<file path="src/ftpt_pkg.sv">
`timescale 1ns / 1ps
`default_nettype none
// ----------------------------------------------------------------------------
// ftpt_pkg
// Shared constants, defaults and controller/datapath handshake types for the
// first-touch page translator.
// ----------------------------------------------------------------------------
package ftpt_pkg;

  localparam int ADDR_W      = 32;
  localparam int OWNER_W     = 4;
  localparam int PPN_W       = 20;

  // Default geometry
  localparam int SETS_DEF      = 256;
  localparam int WAYS_DEF      = 4;
  localparam int PAGE_BITS_DEF = 12;

  // First physical page handed out after reset
  localparam logic [PPN_W-1:0] FREE_PAGE_START = 20'h00100;

  typedef struct packed {
    logic load_in;   // latch the accepted item
    logic idx_step;  // advance the set index unit
    logic rd_en;     // read the set row
    logic clr_wr;    // write a cleared row during the clearing pass
    logic commit;    // resolve the lookup, write back, load the result
  } ftpt_cmd_t;

  typedef struct packed {
    logic idx_ready; // set index is final
    logic clr_last;  // clearing pass is on its last row
    logic out_stall; // result register still holds an untaken item
  } ftpt_sts_t;

endpackage : ftpt_pkg
`default_nettype wire

</file>
<file path="src/ftpt_ctrl.sv">
`timescale 1ns / 1ps
`default_nettype none
// ----------------------------------------------------------------------------
// ftpt_ctrl
// Sequencer: clearing pass, accept, set index, row read, resolve and commit.
// ----------------------------------------------------------------------------
module ftpt_ctrl (
  input  wire logic                clk,
  input  wire logic                rst_n,
  input  wire logic                in_valid,
  output logic                     in_ready,
  output ftpt_pkg::ftpt_cmd_t      cmd,
  input  wire ftpt_pkg::ftpt_sts_t sts
);
  import ftpt_pkg::*;

  localparam logic [1:0] ST_CLEAR   = 2'd0;
  localparam logic [1:0] ST_IDLE    = 2'd1;
  localparam logic [1:0] ST_INDEX   = 2'd2;
  localparam logic [1:0] ST_RESOLVE = 2'd3;

  logic [1:0] state_r, state_nxt;

  always_comb begin
    state_nxt = state_r;
    cmd       = '0;
    in_ready  = 1'b0;
    unique case (state_r)
      ST_CLEAR: begin
        cmd.clr_wr = 1'b1;
        if (sts.clr_last) begin
          state_nxt = ST_IDLE;
        end
      end
      ST_IDLE: begin
        in_ready = 1'b1;
        if (in_valid) begin
          cmd.load_in = 1'b1;
          state_nxt   = ST_INDEX;
        end
      end
      ST_INDEX: begin
        cmd.idx_step = 1'b1;
        if (sts.idx_ready) begin
          cmd.rd_en = 1'b1;
          state_nxt = ST_RESOLVE;
        end
      end
      ST_RESOLVE: begin
        // hold the row until the result register is free
        if (!sts.out_stall) begin
          cmd.commit = 1'b1;
          state_nxt  = ST_IDLE;
        end
      end
    endcase
  end

  always_ff @(posedge clk) begin
    if (!rst_n) begin
      state_r <= ST_CLEAR;
    end else begin
      state_r <= state_nxt;
    end
  end

endmodule : ftpt_ctrl
`default_nettype wire

</file>
<file path="config.mk">
export PLATFORM = sky130hd
export DESIGN_NAME = ftpt_ctrl
export DESIGN_NICKNAME = d
export VERILOG_FILES = /design/src/ftpt_pkg.sv /design/src/ftpt_ctrl.sv
export SDC_FILE = /design/constraint.sdc
export NUM_CORES = 1
export LEC_CHECK = 0
export BUFFER_PORTS_ARGS = -buffer_cell sky130_fd_sc_hd__clkbuf_2
export CORE_AREA = 2 2 39 41
export CTS_CLUSTER_DIAMETER = 100
export DETAILED_ROUTE_END_ITERATION = 6
export DIE_AREA = 0 0 41 43
export GPL_TIMING_DRIVEN = 1
export PLACE_DENSITY = 0.4
export REMOVE_ABC_BUFFERS = 1
export SLEW_MARGIN = 10
export SYNTH_ARGS = -nofsm -noshare
export SYNTH_HDL_FRONTEND = slang
export SYNTH_SLANG_ARGS = --single-unit
</file>
<file path="constraint.sdc">
create_clock -name clk -period 2.28 [get_ports clk]
set_input_delay 0.228 -clock clk [delete_from_list [all_inputs] [get_ports clk]]
set_output_delay 0.228 -clock clk [all_outputs]
set_load 0.03 [all_outputs]
</file>
After elaboration in Yosys (flattened, before gate mapping)
Cells that the tools add are included.

Bits in registers: 2. Input bits: 6. Logic and storage cells: 23.

Equality and inequality tests: 7. Multiplexer cells: 13. Reductions and logical operators: 2.

Operators with widths (number): 2-bit two-way mux (5); 2-bit != test, second input constant (4); 2-bit one-hot mux with 4 select lines (1); 1-bit two-way mux (7); 2-bit equality test, second input constant (2); 4-bit AND reduction (1); 2-bit by 1-bit equality test with 1-bit output, second input constant (1); 2-bit zero test (1).

Depth between registers and ports, before layout
Gate-level depths: netlist of run 1.

Word-level depth: 3. Mapped depth: 5. Gate-level depth less buffers: 5.

Worst setup path before layout of run 1
Ideal clock, no wire load.

Path type: register -> register. Start: register state_r[0]. End: register state_r[0]. Library setup time: 72 ps. Data arrival time: 1489 ps. Required time: 2208 ps. Slack: 720 ps. Cell stages (with the launch flop): 6. Buffers on the path: 0. Period minus slack after synthesis: 1560 ps. Cell sequence: dfxtp_1 inv_1 ha_1 nor2b_4 a2111oi_4 mux2i_1.

Cells in the longest elaborated chain, start to end: 3. Elaborated cells between the ends (all ways): 10.

Ends and longest elaborated chain: from (decl) (RTL line ftpt_ctrl.sv:22) `logic [1:0] state_r, state_nxt;`; from (signal assigned) (RTL line ftpt_ctrl.sv:63) `state_r <= state_nxt;`; 2-bit equality test, or another cell as far along (RTL line ftpt_ctrl.sv:28) `unique case (state_r)`; 2-bit != test (no source line); 4-bit AND reduction (no source line).

Several ways; a longest one is shown, not always the timed one. A chain may end at the register's enable or synchronous reset.

Final worst setup path of run 1
Start: register state_r[0]. End: register state_r[1].

Same word-level chain as after synthesis.

==> metrics.md, run 1 <==
| Metric | Value |
|---|---|
| Die Area | 1760 um^2 |
| Final setup violation count | 0 |
| Post-route DRC | 0 |
| Worst skew pair latency | 0.22 ns |
| Max reg flops | 2 |
| Syn_area_per_cell | 10.0 um^2 |
| Congestion Overflow GR | 0 |
| Synth unique cells | 10 |
| Total iterations of the first detailed-routing run | 3 |
| CTS Root Cell | clkbuf_4 |
| Largest net degree at the start of global routing | 6 |
| Clock period minus worst slack | 1.51 ns |
| Max Freq | 663 MHz |
| CP arrival | 1.65 ns |
| Setup TNS | 0 ns |
| IO Pins | 12 |
| Synth Register Bits | 2 |
| Worst Tran Pin Value | 0.326 ns |
| Layout cells sized above 1 | 44.4% |
| Leakage | 0.167 nW |
| Highest-delay cell along the critical path | dfxtp_1 |
| Die W | 41 um |
| Biggest register | state_r |
| CTS max path bufs | 2 |
| Synthesis-to-finish area growth | 44.3% |
| Crit Path Max Fanout | 5 |
| Sequential share of the synthesized area | 18.2% |
| Hold_buf cts | 0 |
| Vias post-DR | 188 |
| Crit start category | flop |
| Worst Path Buf+Inv | 1 |
| Most frequent cells in the layout | clkbuf_2 (11), ha_1 (5), nor2b_1 (3), nand2_1 (3), clkbuf_4 (3) |
| Diodes inserted | 0 |
| Iter 0 DRT Violations | 3 |
| H-tree depth | 1 |
| Power per Cell Area | 1370 nW/um^2 |
| Design Area, Final | 318 um^2 |
| Yosys warns | 0 |
| First-pass GRT wire length | 627 um |
| Clock skew | 0.00186 ns |
| DR WL/cell | 7.77 um |
| Period Utilization, post-route | 66.1% |
| Worst-path clk slew | 0.03 ns |
| Post-route ant nets | 0 |
| Reg power frac | 16.9% |
| Sw frac | 47.3% |
| Final net count | 49 |
| Post-cts resize count | 0 |
| Core box area | 1380 um^2 |
| Dpl cell area | 295 um^2 |
| Vias in the first global route | 174 |
| Critical Path Max Stage Delay | 0.40 ns |
| Fillers | 149 |
| Gate Count Post-Synth | 22 |
| Largest delay contributor family on the critical path | flip-flops |
| Syn Std Cell Area | 220 um^2 |
| Hold Vio Cnt, Final | 0 |
| Row count | 14 |
| Sink Count | 2 |
| RSZ-0062 raised after global routing | false |
| I/O Buffers | 11 |
| Post-Place Cells | 49 |
| Worst vdd ir | 0.000386 V |
| Final wirelength | 404 um |
| Fin cells | 52 |
| Crit path kind | reg -> reg |
| Max-cap violations | 0 |
| Initial core utilization | 15.9% |
| Run status | complete, no violations |
| Fin. max-slew vios | 0 |
| Antenna violations before repair | 0 |
| P_sw | 206 uW |
| Pint | 230 uW |
| CTS Buf Count | 3 |
| Hold Path Class | in -> reg |
| Vias/cell | 3.62 |
| CTS tree | done |
| Combinational Power Share | 65.7% |
| Die Height | 43 um |
| Crit. End Element | flop |
| Worst slew margin | 78.3% |
| Most common cell after layout, fill and taps aside | clkbuf_2 |
| Dpl hpwl | 350 um |
| Post-CTS Setup Bufs | 0 |
| Biggest registers after layout | state_r x2 |
| Total GRT Usage | 5.91% |
| GPL Wtd Cong | 0.676 |
| CP Cell Sequence | inv_1 -> ha_1 -> nor2b_4 -> a2111oi_4 -> mux2i_1 |
| Clock share of power | 17.4% |
| Worst path required time | 2.43 ns |
-- final timing paths --
path,from,to,slack (ns),cells past startpoint
max,state_r[0],state_r[1],0.77,5
min,rst_n,state_r[0],0.29,3
max reg2reg,state_r[0],state_r[1],0.77,5
min reg2reg,state_r[1],state_r[1],0.50,2
-- synthesized netlist by cell type --
cell / instances / area, um^2
and2_1: 2 / 12.5
a2111oi_4: 1 / 27.5
nand2b_1: 1 / 6.26
inv_1: 2 / 7.51
mux2i_1: 2 / 20.0
nand2_1: 3 / 11.3
nor2b_1: 3 / 18.8
dfxtp_1: 2 / 40.0
nor2b_4: 1 / 13.8
ha_1: 5 / 62.6
-- layer usage --
metal	GRT usage (%)	wire [um]	vias up
met3	4.71	69	0
met2	7.19	134	12
met4	6.00	0	0
li1	-	-	98
met5	0	0	-
met1	5.75	200	78
-- through the flow --
stage               setup slack [ns]  util, %  hold WS [ns]  total power, mW
detailed placement             0.755     21.3         0.503            0.366
global route                   0.638     23.0         0.294            0.480
CTS                            0.747     23.0         0.277            0.447
floorplan                      0.720        -         0.374            0.307
finish                         0.773     23.0         0.285            0.436
global placement               0.744     21.3         0.508            0.368
-- cells by family after synthesis --
logic type | share of synthesized area, %
AO/OA/AOI/OAI | 12.5
adder cells (fa/ha/maj) | 28.4
buffers and inverters | 3.41
flip-flops | 18.2
multiplexers | 9.09
AND/OR/NAND/NOR | 28.4
-- power by group through the flow --
stage	Combinational, mW	Clock [mW]	Sequential, mW
after floorplan	0.238	0	0.0687
after global placement	0.293	0	0.0749
after detailed placement	0.292	0	0.0746
after CTS	0.292	0.0810	0.0740
after global routing	0.318	0.0857	0.0763
final	0.287	0.0757	0.0738
-- final cells by class --
| cell class | count | area [um^2] | area share, % |
|---|---|---|---|
| multi-input combinational | 18 | 173 | 54.3 |
| timing repair buffer | 11 | 55.1 | 17.3 |
| sequential | 2 | 40.0 | 12.6 |
| clock buffer | 3 | 22.5 | 7.09 |
| tap | 16 | 20.0 | 6.30 |
| inverter | 2 | 7.51 | 2.36 |
-- worst register-to-register path: cells and delay by family (launching register included) --
family | cells | cell delay (ns)
adder cells (fa/ha/maj) | 1 | 0.22
multiplexers | 1 | 0.22
AO/OA/AOI/OAI | 1 | 0.37
AND/OR/NAND/NOR | 1 | 0.13
buffers and inverters | 1 | 0.09
flip-flops | 1 | 0.40
No activity file was read; power rests on OpenSTA's default activity.
==> run 2: changes to the inputs <==
- PLACE_DENSITY: 0.4 -> 0.41
- clock period: 2.28 -> 1.3 ns (I/O delays scaled with it)
==> metrics.md, run 2 (synthesis results as in run 1) <==
| Metric | Value |
|---|---|
| Run status | finished with violations |
| Failing checks | setup timing |
| Clock skew | 0.00297 ns |
| Design Area, Final | 470 um^2 |
| Row count | 14 |
| Die Height | 43 um |
| Layout cells sized above 1 | 83.3% |
| Dpl cell area | 333 um^2 |
| Worst vdd ir | 0.00105 V |
| Worst Tran Pin Value | 0.321 ns |
| Hold_buf cts | 0 |
| CP arrival | 1.22 ns |
| CTS Buf Count | 3 |
| Setup ws final | -0.0536 ns |
| Crit Path Max Fanout | 3 |
| CTS Root Cell | clkbuf_4 |
| Vias post-DR | 216 |
| Hold Vio Cnt, Final | 0 |
| Largest delay contributor family on the critical path | buffers and inverters |
| Die Area | 1760 um^2 |
| Hold Path Class | in -> reg |
| Core box area | 1380 um^2 |
| Final net count | 55 |
| Die W | 41 um |
| RSZ-0062 raised after global routing | true |
| Total GRT Usage | 6.21% |
| Worst Path Buf+Inv | 3 |
| Critical Path Max Stage Delay | 0.31 ns |
| Post-route DRC | 0 |
| Antenna violations before repair | 0 |
| Max reg flops | 2 |
| Biggest register | state_r |
| Setup TNS | -0.147 ns |
| Biggest registers after layout | state_r x2 |
| Sink Count | 2 |
| Final wirelength | 499 um |
| Crit start category | flop |
| Clock period minus worst slack | 1.35 ns |
| Total iterations of the first detailed-routing run | 4 |
| Vias/cell | 3.72 |
| Vias in the first global route | 194 |
| H-tree depth | 1 |
| Crit path kind | reg -> out |
| Reg area | 42.5 um^2 |
| Worst path required time | 1.17 ns |
| Leakage | 0.212 nW |
| Largest net degree at the start of global routing | 5 |
| Period Utilization, post-route | 104% |
| Met2 usage | 8.75% |
| CP Cell Sequence | buf_6 -> ha_2 -> buf_4 -> and2_4 -> buf_8 |
| Most common cell after layout, fill and taps aside | clkbuf_2 |
| Max Freq | 739 MHz |
| Congestion Overflow GR | 0 |
| Fillers | 153 |
| Highest-delay cell along the critical path | dfxtp_2 |
| Most frequent cells in the layout | clkbuf_2 (8), nor2b_4 (4), buf_6 (4) |
| Diodes inserted | 0 |
| Flop-to-flop setup slack | -0.05 ns |
| Setup WS pre-CTS | -0.116 ns |
| I/O Buffers | 11 |
| Iter 0 DRT Violations | 1 |
| IO Pins | 12 |
| CTS tree | done |
| DR WL/cell | 8.60 um |
| Worst slew margin | 78.6% |
| Max-cap violations | 0 |
| GR peak layer | met2 |
| Worst-path clk slew | 0.03 ns |
| Crit. End Element | primary output |
| Final setup violation count | 4 |
| Worst skew pair latency | 0.22 ns |
| Multi-input logic area | 240 um^2 |
| Post-route ant nets | 0 |
| Met3 usage | 4.71% |
| CTS max path bufs | 2 |
| Synthesis-to-finish area growth | 114% |
| Fin. max-slew vios | 0 |
| GPL Wtd Cong | 0.694 |
| GR Layer Usage met1 | 7.03% |
| Initial core utilization | 15.9% |
| First-pass GRT wire length | 690 um |
| Power per Cell Area | 2330 nW/um^2 |
-- run 2: repair_timing --
item | 4_1_cts | 5_1_grt
resized for setup | 17 | 13
hold endpoints to repair | 0 | 0
setup endpoints to repair | 6 | 6
cloned | 0 | 0
pin swaps | 2 | 1
buffers inserted | 1 | 0
-- run 2: cell type report --
class                      instances  share of cell area, %
clock buffer                       3                   4.79
inverter                           2                   1.60
multi-input combinational         18                   51.1
sequential                         2                   9.04
tap                               16                   4.26
timing repair buffer              17                   29.3
-- run 2: worst paths after layout --
check | startpoint | to | cells past startpoint
max | state_r[1] | cmd[2] | 5
min | rst_n | state_r[0] | 3
max reg2reg | state_r[1] | state_r[1] | 5
min reg2reg | state_r[1] | state_r[1] | 3
-- run 2: report_power, final --
group	total (mW)	switching (mW)	internal (mW)
sequential	0.123	0.0240	0.0989
clock	0.134	0.0322	0.102
combinational	0.840	0.398	0.442
total	1.10	0.454	0.643
-- run 2: per-layer routing --
layer  vias up  share of wire [%]
li1        110                  -
met1        91                 42
met2        15                 46
met3         0                 11
met4         0                  0
met5         -                  0
-- run 2: stage by stage --
stage	hold slack, ns	std cells	total power [mW]	util (%)
after floorplan	0.276	22	0.538	-
after global placement	0.418	54	0.738	24.1
after detailed placement	0.412	54	0.737	24.1
after CTS	0.173	58	1.00	30.7
after global routing	0.194	58	1.19	34.0
final	0.175	58	1.10	34.0
-- run 2: tightest hold or removal path, delay by kind of cell --
family	cells	cell delay (ns)
buffers and inverters	1	0.11
muxes	1	0.05
and+or+nand+nor	1	0.06
